$ cat config.mk
export PLATFORM = sky130hd
export DESIGN_NAME = timed_slot_pool_allocator
export DESIGN_NICKNAME = d
export VERILOG_FILES = /design/src/rtl/core/tspa_pkg.sv /design/src/rtl/core/tspa_cell.sv /design/src/rtl/core/timed_slot_pool_allocator.sv
export SDC_FILE = /design/constraint.sdc
export NUM_CORES = 2
export LEC_CHECK = 0
export CAP_MARGIN = 20
export CORE_MARGIN = 5
export CORE_UTILIZATION = 60
export DETAILED_ROUTE_END_ITERATION = 8
export DONT_BUFFER_PORTS = 1
export GPL_TIMING_DRIVEN = 0
export PLACE_DENSITY = 0.77
export SYNTH_ARGS = -nofsm -noshare
export SYNTH_HDL_FRONTEND = slang
export SYNTH_SLANG_ARGS = --single-unit
export TNS_END_PERCENT = 20
$ cat constraint.sdc
create_clock -name clk -period 7.32 [get_ports clk]
set_input_delay 0.732 -clock clk [delete_from_list [all_inputs] [get_ports clk]]
set_output_delay 0.732 -clock clk [all_outputs]
set_load 0.1 [all_outputs]
$ cat src/rtl/core/tspa_pkg.sv
// ----------------------------------------------------------------------------
// tspa_pkg
// Shared types and constants for the timed slot pool allocator.
// ----------------------------------------------------------------------------
package tspa_pkg;

	localparam int POOL_SLOTS_DEF = 16;
	localparam int STEPS_DEF      = 3;

	localparam int TPF_W    = 8;
	localparam int SEL_W    = 4;
	localparam int POS_W    = 16;
	localparam int STEP_W   = 2;
	localparam int STEP_SAT = 3;

	localparam logic [TPF_W-1:0] TPF_RESET = 8'd4;

	localparam logic [1:0] REQ_SPAWN = 2'd0;
	localparam logic [1:0] REQ_TICK  = 2'd1;
	localparam logic [1:0] REQ_READ  = 2'd2;

	// request token walking the cell chain, with the read answer it collects
	typedef struct packed {
		logic                    valid;
		logic [1:0]              op;
		logic [SEL_W-1:0]        sel;
		logic                    armed;
		logic                    claimed;
		logic                    cand_seen;
		logic                    active;
		logic [STEP_W-1:0]       step;
		logic                    kind;
		logic signed [POS_W-1:0] x;
		logic signed [POS_W-1:0] y;
	} probe_t;

	typedef struct packed {
		logic                    kind;
		logic signed [POS_W-1:0] x;
		logic signed [POS_W-1:0] y;
	} pay_t;

	typedef struct packed {
		logic claim;
		logic cand;
	} stat_t;

endpackage

$ cat src/rtl/core/tspa_cell.sv
// ----------------------------------------------------------------------------
// tspa_cell
// One pool slot. Handles the request token passing through it and hands the
// token to the next cell on the following cycle.
// ----------------------------------------------------------------------------
module tspa_cell #(
	parameter int IDX            = 0,
	parameter int STEPS_PER_ANIM = tspa_pkg::STEPS_DEF,
	parameter int AGE_W          = 10
) (
	input  logic               clk,
	input  logic               arst_n,
	input  tspa_pkg::probe_t   probe_in,
	output tspa_pkg::probe_t   probe_out,
	input  logic               mark,
	input  logic               commit,
	input  tspa_pkg::pay_t     pay,
	input  logic [AGE_W-1:0]   limit,
	input  logic [AGE_W-1:0]   thr [tspa_pkg::STEP_SAT],
	output tspa_pkg::stat_t    stat
);
	import tspa_pkg::*;

	localparam int MAXK = (STEPS_PER_ANIM - 1 < STEP_SAT) ? STEPS_PER_ANIM - 1 : STEP_SAT;

	logic                    active_q;
	logic                    cand_q;
	logic [AGE_W-1:0]        age_q;
	logic                    kind_q;
	logic signed [POS_W-1:0] x_q;
	logic signed [POS_W-1:0] y_q;
	probe_t                  probe_q;

	logic              elig;
	logic              spawn;
	logic              tick;
	logic              claim_now;
	logic              cand_now;
	logic              take;
	logic [AGE_W-1:0]  age_inc;
	logic [STEP_W-1:0] step;
	probe_t            p_nx;

	always_comb begin
		elig      = probe_in.armed | mark;
		spawn     = probe_in.valid && (probe_in.op == REQ_SPAWN);
		tick      = probe_in.valid && (probe_in.op == REQ_TICK);
		claim_now = spawn && elig && !probe_in.claimed && !active_q;
		cand_now  = spawn && !elig && !probe_in.cand_seen && !active_q;
		take      = claim_now || (commit && cand_q);
		age_inc   = age_q + 1'b1;

		step = '0;
		for (int k = 0; k < STEP_SAT; k++) begin
			if (k < MAXK && age_q >= thr[k]) begin
				step = step + 1'b1;
			end
		end

		p_nx           = probe_in;
		p_nx.armed     = elig;
		p_nx.claimed   = probe_in.claimed | claim_now;
		p_nx.cand_seen = probe_in.cand_seen | cand_now;
		if (probe_in.valid && probe_in.op == REQ_READ && int'(probe_in.sel) == IDX) begin
			p_nx.active = active_q;
			if (active_q) begin
				p_nx.step = step;
				p_nx.kind = kind_q;
				p_nx.x    = x_q;
				p_nx.y    = y_q;
			end
		end
	end

	always_ff @(posedge clk or negedge arst_n) begin
		if (!arst_n) begin
			active_q <= 1'b0;
			cand_q   <= 1'b0;
			probe_q  <= '0;
		end else begin
			probe_q <= p_nx;
			if (spawn) begin
				cand_q <= cand_now;
			end
			if (take) begin
				active_q <= 1'b1;
			end else if (tick && active_q && age_inc >= limit) begin
				active_q <= 1'b0;
			end
		end
	end

	always_ff @(posedge clk) begin
		if (take) begin
			age_q  <= '0;
			kind_q <= pay.kind;
			x_q    <= pay.x;
			y_q    <= pay.y;
		end else if (tick && active_q) begin
			age_q <= age_inc;
		end
	end

	assign probe_out  = probe_q;
	assign stat.claim = claim_now;
	assign stat.cand  = cand_now;

endmodule

$ cat src/rtl/core/timed_slot_pool_allocator.sv
// ----------------------------------------------------------------------------
// timed_slot_pool_allocator
// The request token walks one cell per cycle. done rises together with the
// registered results once the token has left the last cell; a new request
// can be taken in the cycle done is high, but not while busy.
// Reset: all slots free, seek pointer 0, ticks_per_frame 4. Results cannot
// be stalled by the receiver.
// ----------------------------------------------------------------------------
module timed_slot_pool_allocator #(
	parameter int POOL_SLOTS     = tspa_pkg::POOL_SLOTS_DEF,
	parameter int STEPS_PER_ANIM = tspa_pkg::STEPS_DEF
) (
	input  logic                              clk,
	input  logic                              arst_n,
	input  logic                              start,
	output logic                              busy,
	output logic                              done,
	input  logic                              cfg_we,
	input  logic [tspa_pkg::TPF_W-1:0]        cfg_wdata,
	input  logic [1:0]                        req_type,
	input  logic                              kind,
	input  logic signed [tspa_pkg::POS_W-1:0] pos_x,
	input  logic signed [tspa_pkg::POS_W-1:0] pos_y,
	input  logic [tspa_pkg::SEL_W-1:0]        slot_sel,
	output logic                              granted,
	output logic [tspa_pkg::SEL_W-1:0]        slot_out,
	output logic                              pool_full,
	output logic                              active,
	output logic [tspa_pkg::STEP_W-1:0]       anim_step,
	output logic                              kind_out,
	output logic signed [tspa_pkg::POS_W-1:0] x_out,
	output logic signed [tspa_pkg::POS_W-1:0] y_out
);
	import tspa_pkg::*;

	localparam int IDX_W = $clog2(POOL_SLOTS);
	localparam int AGE_W = $clog2(STEPS_PER_ANIM * 255 + 2);
	localparam logic [IDX_W-1:0] LAST_IDX = IDX_W'(POOL_SLOTS - 1);

	typedef enum logic [2:0] {
		ST_IDLE = 3'b001,
		ST_LAP  = 3'b010,
		ST_FIN  = 3'b100
	} state_t;

	state_t             state_q;
	logic [TPF_W-1:0]   tpf_q;
	logic [IDX_W-1:0]   ptr_q;
	logic [IDX_W-1:0]   cnt_q;
	logic [IDX_W-1:0]   claim_idx_q;
	logic [IDX_W-1:0]   cand_idx_q;
	probe_t             inj_q;
	pay_t               pay_q;
	logic               done_q;

	logic                    granted_q;
	logic [SEL_W-1:0]        slot_q;
	logic                    full_q;
	logic                    active_q;
	logic [STEP_W-1:0]       step_q;
	logic                    kind_q;
	logic signed [POS_W-1:0] x_q;
	logic signed [POS_W-1:0] y_q;

	probe_t            chain [POOL_SLOTS+1];
	stat_t             st [POOL_SLOTS];
	logic [POOL_SLOTS-1:0] mark_v;
	logic [TPF_W-1:0]  ftk;
	logic [AGE_W-1:0]  limit;
	logic [AGE_W-1:0]  thr [STEP_SAT];
	logic              any_claim;
	logic              any_cand;
	logic              accept;
	logic              commit;
	probe_t            lp;
	probe_t            inj_d;

	logic                    r_granted;
	logic [SEL_W-1:0]        r_slot;
	logic                    r_full;
	logic                    r_ptr_upd;
	logic [IDX_W-1:0]        r_ptr;
	logic                    r_commit;

	assign busy   = (state_q != ST_IDLE);
	assign accept = start && !busy;
	assign done   = done_q;
	assign lp     = chain[POOL_SLOTS];
	assign commit = (state_q == ST_FIN) && r_commit;

	always_comb begin
		ftk   = (tpf_q == '0) ? TPF_W'(1) : tpf_q;
		limit = AGE_W'(int'(ftk) * STEPS_PER_ANIM);
		for (int k = 0; k < STEP_SAT; k++) begin
			thr[k] = AGE_W'(int'(ftk) * (k + 1));
		end
	end

	always_comb begin
		inj_d = '0;
		if (accept) begin
			inj_d.valid = 1'b1;
			inj_d.op    = req_type;
			inj_d.sel   = slot_sel;
		end
	end

	assign chain[0] = inj_q;

	for (genvar i = 0; i < POOL_SLOTS; i++) begin : g_cell
		assign mark_v[i] = (ptr_q == IDX_W'(i));

		tspa_cell #(
			.IDX            (i),
			.STEPS_PER_ANIM (STEPS_PER_ANIM),
			.AGE_W          (AGE_W)
		) u_cell (
			.clk       (clk),
			.arst_n    (arst_n),
			.probe_in  (chain[i]),
			.probe_out (chain[i+1]),
			.mark      (mark_v[i]),
			.commit    (commit),
			.pay       (pay_q),
			.limit     (limit),
			.thr       (thr),
			.stat      (st[i])
		);
	end

	always_comb begin
		any_claim = 1'b0;
		any_cand  = 1'b0;
		for (int i = 0; i < POOL_SLOTS; i++) begin
			any_claim = any_claim | st[i].claim;
			any_cand  = any_cand | st[i].cand;
		end
	end

	// final decision once the token leaves the last cell
	always_comb begin
		r_granted = 1'b0;
		r_slot    = '0;
		r_full    = 1'b0;
		r_ptr_upd = 1'b0;
		r_ptr     = '0;
		r_commit  = 1'b0;
		unique case (lp.op)
			REQ_SPAWN: begin
				if (lp.claimed) begin
					r_granted = 1'b1;
					r_slot    = SEL_W'(claim_idx_q);
					r_ptr_upd = 1'b1;
					r_ptr     = (claim_idx_q == LAST_IDX) ? '0 : claim_idx_q + 1'b1;
				end else if (lp.cand_seen) begin
					r_granted = 1'b1;
					r_commit  = 1'b1;
					r_slot    = SEL_W'(cand_idx_q);
					r_ptr_upd = 1'b1;
					r_ptr     = (cand_idx_q == LAST_IDX) ? '0 : cand_idx_q + 1'b1;
				end else begin
					r_full = 1'b1;
				end
			end
			REQ_READ: begin
				r_slot = lp.sel;
			end
			default: begin
			end
		endcase
	end

	always_ff @(posedge clk or negedge arst_n) begin
		if (!arst_n) begin
			state_q <= ST_IDLE;
			tpf_q   <= TPF_RESET;
			ptr_q   <= '0;
			cnt_q   <= '0;
			inj_q   <= '0;
			done_q  <= 1'b0;
		end else begin
			if (cfg_we) begin
				tpf_q <= cfg_wdata;
			end
			inj_q  <= inj_d;
			done_q <= (state_q == ST_FIN);
			unique case (state_q)
				ST_IDLE: begin
					if (start) begin
						cnt_q   <= '0;
						state_q <= ST_LAP;
					end
				end
				ST_LAP: begin
					if (cnt_q == LAST_IDX) begin
						state_q <= ST_FIN;
					end else begin
						cnt_q <= cnt_q + 1'b1;
					end
				end
				ST_FIN: begin
					if (r_ptr_upd) begin
						ptr_q <= r_ptr;
					end
					state_q <= ST_IDLE;
				end
				default: begin
					state_q <= ST_IDLE;
				end
			endcase
		end
	end

	always_ff @(posedge clk) begin
		if (accept) begin
			pay_q.kind <= kind;
			pay_q.x    <= pos_x;
			pay_q.y    <= pos_y;
		end
		if (state_q == ST_LAP && any_claim) begin
			claim_idx_q <= cnt_q;
		end
		if (state_q == ST_LAP && any_cand) begin
			cand_idx_q <= cnt_q;
		end
		if (state_q == ST_FIN) begin
			granted_q <= r_granted;
			slot_q    <= r_slot;
			full_q    <= r_full;
			active_q  <= lp.active;
			step_q    <= lp.step;
			kind_q    <= lp.kind;
			x_q       <= lp.x;
			y_q       <= lp.y;
		end
	end

	assign granted   = granted_q;
	assign slot_out  = slot_q;
	assign pool_full = full_q;
	assign active    = active_q;
	assign anim_step = step_q;
	assign kind_out  = kind_q;
	assign x_out     = x_q;
	assign y_out     = y_q;

endmodule
Word level (Yosys, flattened, before mapping)
Index checks and enable logic that the tools add are counted.
Storage, ports and cells
  register bits after elaboration: 1564
  input bits: 51
  output and inout bits: 44
  logic and storage cells: 972
Cells by class
  add/subtract/negate cells: 35
  multiply operators: 1
  order comparisons: 48
  eq/ne operators: 73
  muxes and demuxes: 118
  bitwise gates (word level): 76
  reduce and logical (&&, ||, !) cells: 330
Operator list (number)
  two-way mux 36 bit: 16
  two-way mux 35 bit: 16
  logical AND 1 bit: 210
  adder 10 x 1 -> 10 bit (second input constant): 16
  >= comparator 10 bit: 16
  >= comparator 10 x 8 -> 1 bit: 16
  >= comparator 10 x 9 -> 1 bit: 16
  equality test 4 bit (second input constant): 19
  OR 1 bit: 75
  logical NOT 1 bit: 63
  two-way mux 1 bit: 54
  two-way mux 4 bit: 9
  equality test 2 bit (second input constant): 17
  logical NOT 2 bit: 17
  nonzero test 2 bit: 17
  adder 2 x 1 -> 2 bit (second input constant): 16
  equality test 2 x 1 -> 1 bit (second input constant): 16
  equality test 4 x 3 -> 1 bit (second input constant): 8
  two-way mux 2 bit: 16
  equality test 4 x 2 -> 1 bit (second input constant): 4
  logical OR 1 bit: 16
  case mux 4 bit (2 select lines): 2
  adder 4 x 1 -> 4 bit (second input constant): 3
  multiplier 8 x 2 -> 10 bit (second input constant): 1
  other kinds (16): 22

Longest topological paths before layout
  depth in word-level cells: 22
  depth in mapped cells: 18
  depth with buffers taken out: 18

Cells and area by module
From an unflattened synthesis, not the netlist that was laid out.
Second synthesis, totals
  cell total of the unflattened synthesis: 5158
  area total of the unflattened synthesis: 69610.5 sq um
By module, submodules not included
  tspa_cell (g_cell[10].u_cell ...): instances 3, cells an instance 303, area each 4146.5 sq um, sequential area each 2392.3 sq um
  tspa_cell (g_cell[11].u_cell ...): instances 3, cells an instance 303, area each 4012.6 sq um, sequential area each 2392.3 sq um
  tspa_cell (g_cell[1].u_cell ...): instances 2, cells an instance 302, area each 4076.4 sq um, sequential area each 2392.3 sq um
  tspa_cell (g_cell[4].u_cell ...): instances 2, cells an instance 303, area each 4036.4 sq um, sequential area each 2392.3 sq um
  tspa_cell (g_cell[13].u_cell ...): instances 2, cells an instance 302, area each 4021.4 sq um, sequential area each 2392.3 sq um
  timed_slot_pool_allocator: instances 1, cells an instance 315, area each 4440.5 sq um, sequential area each 3170.5 sq um
  tspa_cell (g_cell[9].u_cell): instances 1, cells an instance 303, area each 4164.0 sq um, sequential area each 2392.3 sq um
  tspa_cell (g_cell[3].u_cell): instances 1, cells an instance 302, area each 4136.5 sq um, sequential area each 2392.3 sq um
  tspa_cell (g_cell[0].u_cell): instances 1, cells an instance 302, area each 4073.9 sq um, sequential area each 2392.3 sq um
  tspa_cell (g_cell[12].u_cell): instances 1, cells an instance 304, area each 4050.1 sq um, sequential area each 2392.3 sq um

Worst setup path before layout
Ideal clock, no wire load.
  path kind: register -> register
  start: reg tpf_q[3]
  end: reg g_cell[10].u_cell.active_q
  library setup time: 0.067 ns
  arrival: 5.441 ns
  required time: 7.253 ns
  slack: 1.812 ns
  cell stages (with the launch flop): 19
  path buffers: 0
  clock period less this slack: 5.508 ns
  cell sequence: dfrtp_1 inv_1 ha_1 nand3_1 nand2b_1 nand2_1 mux2i_1 ha_1 a21o_1 a21oi_1 o31a_1 nor3_1 a311oi_1 ha_1 a21oi_1 nor2b_1 o21ai_0 o2111a_1 a221o_1
Between the ends
  word-level cells in the longest chain between the ends: 6
RTL lines
  start: declaration: RTL line timed_slot_pool_allocator.sv:47  | logic [TPF_W-1:0] tpf_q;
  start signal: assignment: RTL line timed_slot_pool_allocator.sv:183  | tpf_q <= cfg_wdata;
  logical NOT 8 bit: RTL line timed_slot_pool_allocator.sv:92  | ftk = (tpf_q == '0) ? TPF_W'(1) : tpf_q;
  two-way mux 8 bit (*): RTL line timed_slot_pool_allocator.sv:92
  multiplier 8 x 2 -> 10 bit (*)
  >= comparator 10 bit (*): RTL line tspa_cell.sv:87  | end else if (tick && active_q && age_inc >= limit) begin
  logical AND 1 bit (*): RTL line tspa_cell.sv:87
  nonzero test 2 bit (no source line) (*)
  end signal: assignment: RTL line tspa_cell.sv:77  | active_q <= 1'b0;
  end signal: assignment: RTL line tspa_cell.sv:86  | active_q <= 1'b1;
  end signal: assignment: RTL line tspa_cell.sv:88  | active_q <= 1'b0;
  end: declaration: RTL line tspa_cell.sv:26  | logic active_q;
Every way passes the cells marked *; elsewhere a longest branch is shown, timed or not.
A chain may end at the register's enable or synchronous reset.

Worst setup path in the final report
  start: reg tpf_q[3]
  end: reg g_cell[9].u_cell.active_q
Between the ends
  word-level cells in the longest chain between the ends: 6
RTL lines (RTL line)
  logical NOT 8 bit: timed_slot_pool_allocator.sv:92
  two-way mux 8 bit (*): timed_slot_pool_allocator.sv:92
  multiplier 8 x 2 -> 10 bit (*)
  >= comparator 10 bit (*): tspa_cell.sv:87
  logical AND 1 bit (*): tspa_cell.sv:87
  nonzero test 2 bit (no source line) (*)
  end signal: assignment: tspa_cell.sv:77
  end signal: assignment: tspa_cell.sv:86
  end signal: assignment: tspa_cell.sv:88
  end: declaration: tspa_cell.sv:26
Marks and branches as above.

==> results.txt <==
The run finished with clean final reports. The floorplan step defined a die boundary enclosing 115000 sq um. The number of distinct standard cells referenced by the synthesized netlist is 87. The global router's overall resource usage is 23.6%. The capturing instance or port of the critical path is g_cell[9].u_cell.active_q. After clock tree synthesis, the repair step resized 0 gates. STA classifies the critical path startpoint as a register. The average instance area after synthesis is 14.4 sq um. The number of vias per cell came out at 5.79. The first global-routing pass estimated 213 mm of wire. The number of failing setup endpoints in the final timing report came out at 0.

Synthesis produced a netlist with a net count of 5018. In this run the critical register-to-register path is launched from tpf_q[3]. Among all flip-flop cells after synthesis, the most frequent one is dfrtp_1. The maximum VDD drop came out at 498 uV. The standard-cell row count came out at 120. The worst slack at placement came out at 2160 ps. Yosys mapped a number of flops with a built-in enable equal to 611.

The wire length per cell came out at 21.5 um. Registers take 41400 sq um. The clock drives 1564 sinks.

The normalized max-slew margin came out at 13.4%. The total count of hold-check failures in the final report is 0. The core footprint is 107000 sq um. The worst setup margin came out at 2180 ps. The final weighted congestion of routability-driven global placement came out at 0.840. In this run the number of H-tree levels came out at 4. The vertical extent of the die came out at 339 um.

The starting utilization of the core area came out at 60.4%. The minimum setup slack among reg-to-reg paths is 2180 ps. The clock insertion delay at the later pin of the skew report is 760 ps.

Dividing the final minimum period by the clock period gives 70.3%. The count of warnings emitted by yosys came out at 0. The detailed-routing iteration count for the pre-antenna-repair pass is 7. For this design, the slowest cell found on the critical path is inv_2. The count of antenna-violating nets left after detailed routing is 0. The worst min-delay path class is input pin to register. The maximum clock rate came out at 194 MHz. TritonCTS built the clock tree. In this run the worst setup path begins at tpf_q[3]. The number of buffers inserted during clock tree synthesis is 154. The worst hold-check slack is 66.0 ps. Detailed routing inserted a total of 36200 vias. The time the worst path needs with I/O delays and setup came out at 5140 ps. The static power due to leakage is 0.0323 uW. The number of buffers on the longest clock path came out at 3. The number of pins exceeding their max-slew limit in the final report is 0. The buffers inserted during post-CTS setup optimization came out at 0. Walking the worst path, the cells encountered are inv_2, ha_1, nand3_1, nand2b_1, nand2_2, buf_12, mux2i_1, ha_1, a21o_1, a21oi_1, o31a_1, o21ai_0, o211ai_1, buf_4, buf_4, ha_1, nand4_1, o2111a_1, a221o_1. The clock tree skew after final layout came out at 49.0 ps. CTS placed an instance of clkbuf_16 at the clock tree root. The cell count after synthesis is 4507. The ratio of cells with drive above 1 in the final layout is 17.8%.

The number of buffers inserted by port buffering is 0. STA classifies the critical path endpoint as a register. After global routing the overflow that remains totals 0. The number of antenna violations at the first check in global routing came to 9. The CTS clock-pin slew for the worst setup and hold paths came out at 60 ps. The endpoint required time on the critical path is 7930 ps. The power per unit of standard cell area came out at 283 nW/um^2.

The worst setup path is of the register to register kind. After synthesis the cells add up to 64800 sq um. The final net count came out at 5220.

The growth of design area from synthesis to finish came out at 12.2%. In this design, the stage delay of the slowest critical-path cell is 470 ps. Counting flops with an async set or reset pin after synthesis yields a share of 50.7%. Among the stages of the critical path, the cell type that occurs most often is ha_1. The data arrival time of the critical path came out at 5760 ps. The buffering stage count on the worst path with inverters included came out at 4.

In this run the critical register-to-register path is captured at g_cell[9].u_cell.active_q. The die is 339 um wide. Setup repair after global routing left no endpoint under its margin. The number of ports placed on the die boundary is 95. The via count of the first global-routing pass is 37700. The worst-case reg-to-reg path depth is 19. The transition time at the pin with the least slew margin is 1300 ps. The maximum number of pins on one net before global-route repair is 794.

The count of maximum capacitance violations is 0. The critical-path maximum fanout came out at 21. Summing all multi-input logic gate instances after layout gives 22600 sq um. The number of design rule violations left after detail routing came out at 0. The total half-perimeter wirelength after legalization and detailed placement is 89.1 mm. For this block, the initial DRC count from the detailed router was 2509. The total wire length is 134 mm. For this run, the register share of the synthesized area comes to 63.9%. Grouping stages by cell kind, the critical path spends the most delay in compound AO/OA/AOI/OAI gates. The number of synthesized register bits is 1564. The path length in cells of the critical path came out at 19. The layout filler cell count is 7195.
-- per-stage QoR --
step / setup TNS [ps] / area [sq um] / power (uW) / instances / utilization [%]
6_report: 0 / 72700 / 20500 / 6251 / 67.8
5_1_grt: 0 / 72700 / 21500 / 6245 / 67.8
4_1_cts: 0 / 72500 / 20600 / 6236 / 67.6
3_5_place_dp: 0 / 67400 / 12800 / 5948 / 62.8
3_3_place_gp: -48310 / 66500 / 12500 / 5910 / 62.1
2_1_floorplan: 0 / 64800 / 11800 / 4507 / -
-- area by class of cell --
type / count / share of cell area (%)
multi-input combinational: 2735 / 31.1
tap: 1403 / 2.42
clock buffer: 227 / 6.04
timing repair buffer: 46 / 1.24
antenna: 7 / 0.0241
clock inverter: 61 / 1.00
sequential: 1564 / 57.0
buffer: 101 / 0.654
inverter: 107 / 0.554
-- worst register-to-register path, stage by stage (launching register included) --
cell and delay, ps:
dfrtp_1 430, inv_2 470, ha_1 270, nand3_1 120, nand2b_1 290, nand2_2 400, buf_12 270, mux2i_1 110
ha_1 210, a21o_1 190, a21oi_1 160, o31a_1 300, o21ai_0 120, o211ai_1 350, buf_4 270, buf_4 200
ha_1 160, nand4_1 130, o2111a_1 270, a221o_1 310
-- worst min path at each step --
stage | from | endpoint | depth (start not counted)
final | pos_y[1] | pay_q[1] | 0
after global routing | pos_y[14] | pay_q[14] | 0
after CTS | arst_n | g_cell[15].u_cell.probe_out[8] | 0
after detailed placement | g_cell[14].u_cell.probe_out[40] | g_cell[15].u_cell.probe_out[40] | 0
after global placement | g_cell[14].u_cell.probe_out[42] | g_cell[15].u_cell.probe_out[42] | 0
after floorplan | g_cell[13].u_cell.probe_out[39] | g_cell[14].u_cell.probe_out[39] | 0
-- cells in the final DEF, fill, tap and decap left out, types with 43 or more instances in the layout --
master     count
nand4_1       43
a21o_1        52
o21a_1        48
nor3_1        53
nor2_1       333
a21oi_1      109
xor2_1        52
dfrtp_1      791
inv_1        100
o21ai_0      144
clkbuf_16    157
mux2_1        54
xnor2_1      200
buf_2         50
dfxtp_1      160
mux2_2       473
edfxtp_1     611
and2_1        60
nand3_1       77
ha_1         460
clkbuf_1      83
a21boi_0      48
nand2_1      113
-- cell usage after synthesis, types with 6 or more instances --
master | n | area (sq um)
or4_1 | 17 | 128
a21boi_0 | 48 | 360
nor4_1 | 7 | 43.8
ha_1 | 460 | 5760
a21o_1 | 52 | 390
nand2_1 | 116 | 435
o21ai_0 | 144 | 721
or4b_1 | 6 | 60.1
a21oi_1 | 109 | 546
nor2_1 | 333 | 1250
and3_1 | 18 | 113
mux2_2 | 473 | 5330
buf_2 | 50 | 250
and2_1 | 60 | 375
o211ai_1 | 10 | 75.1
clkbuf_1 | 34 | 128
mux2_1 | 54 | 608
or2_1 | 15 | 93.8
nand2b_1 | 40 | 250
or3_1 | 27 | 169
edfxtp_1 | 611 | 18300
xnor2_1 | 204 | 1790
o21bai_1 | 14 | 105
o21a_1 | 48 | 360
nand3_1 | 77 | 385
xor2_1 | 53 | 464
dfxtp_1 | 160 | 3200
nor3_1 | 53 | 265
nand4b_1 | 21 | 184
o2111ai_1 | 28 | 245
dfrtp_1 | 791 | 19800
a22o_1 | 6 | 52.6
a211oi_1 | 33 | 248
buf_1 | 11 | 41.3
a31oi_1 | 21 | 131
nor2b_1 | 30 | 188
nand4_1 | 43 | 269
inv_1 | 104 | 390
mux2i_1 | 19 | 190
-- state kept, by name, indices dropped and copies added, names as in the netlist, 7 cells and up --
name	count
g_cell.u_cell.probe_out	734
g_cell.u_cell.x_q	256
chain	7
g_cell.u_cell.active_q	16
g_cell.u_cell.kind_q	16
g_cell.u_cell.age_q	160
x_out	16
pay_q	33
y_out	16
g_cell.u_cell.cand_q	16
g_cell.u_cell.y_q	256
tpf_q	8
-- kinds of logic (layout without fill, tap and decap cells) --
| kind of cell | Yosys count | in the layout | share of synthesized area, % |
|---|---|---|---|
| AND/OR/NAND/NOR | 911 | 911 | 7.28 |
| other | 0 | 7 | 0 |
| multiplexers | 546 | 546 | 9.45 |
| AO/OA/AOI/OAI | 561 | 561 | 5.67 |
| flip-flops | 1564 | 1564 | 63.9 |
| adder cells (fa/ha/maj) | 460 | 460 | 8.88 |
| buffers and inverters | 208 | 542 | 1.35 |
| XOR/XNOR | 257 | 257 | 3.47 |
-- layer usage --
layer	track usage, %	share of wire (%)
met1	31.3	42
met2	40.9	51
met3	3.40	4.6
met4	6.98	2.7
met5	0	0
-- where the power goes --
| part | internal [uW] | switching, uW | leakage [uW] |
|---|---|---|---|
| combinational | 1060 | 1360 | 0.0122 |
| clock | 4500 | 3320 | 0.00244 |
| sequential | 9720 | 574 | 0.0177 |
| total | 15300 | 5250 | 0.0323 |
(Power assumes the default switching activity.)
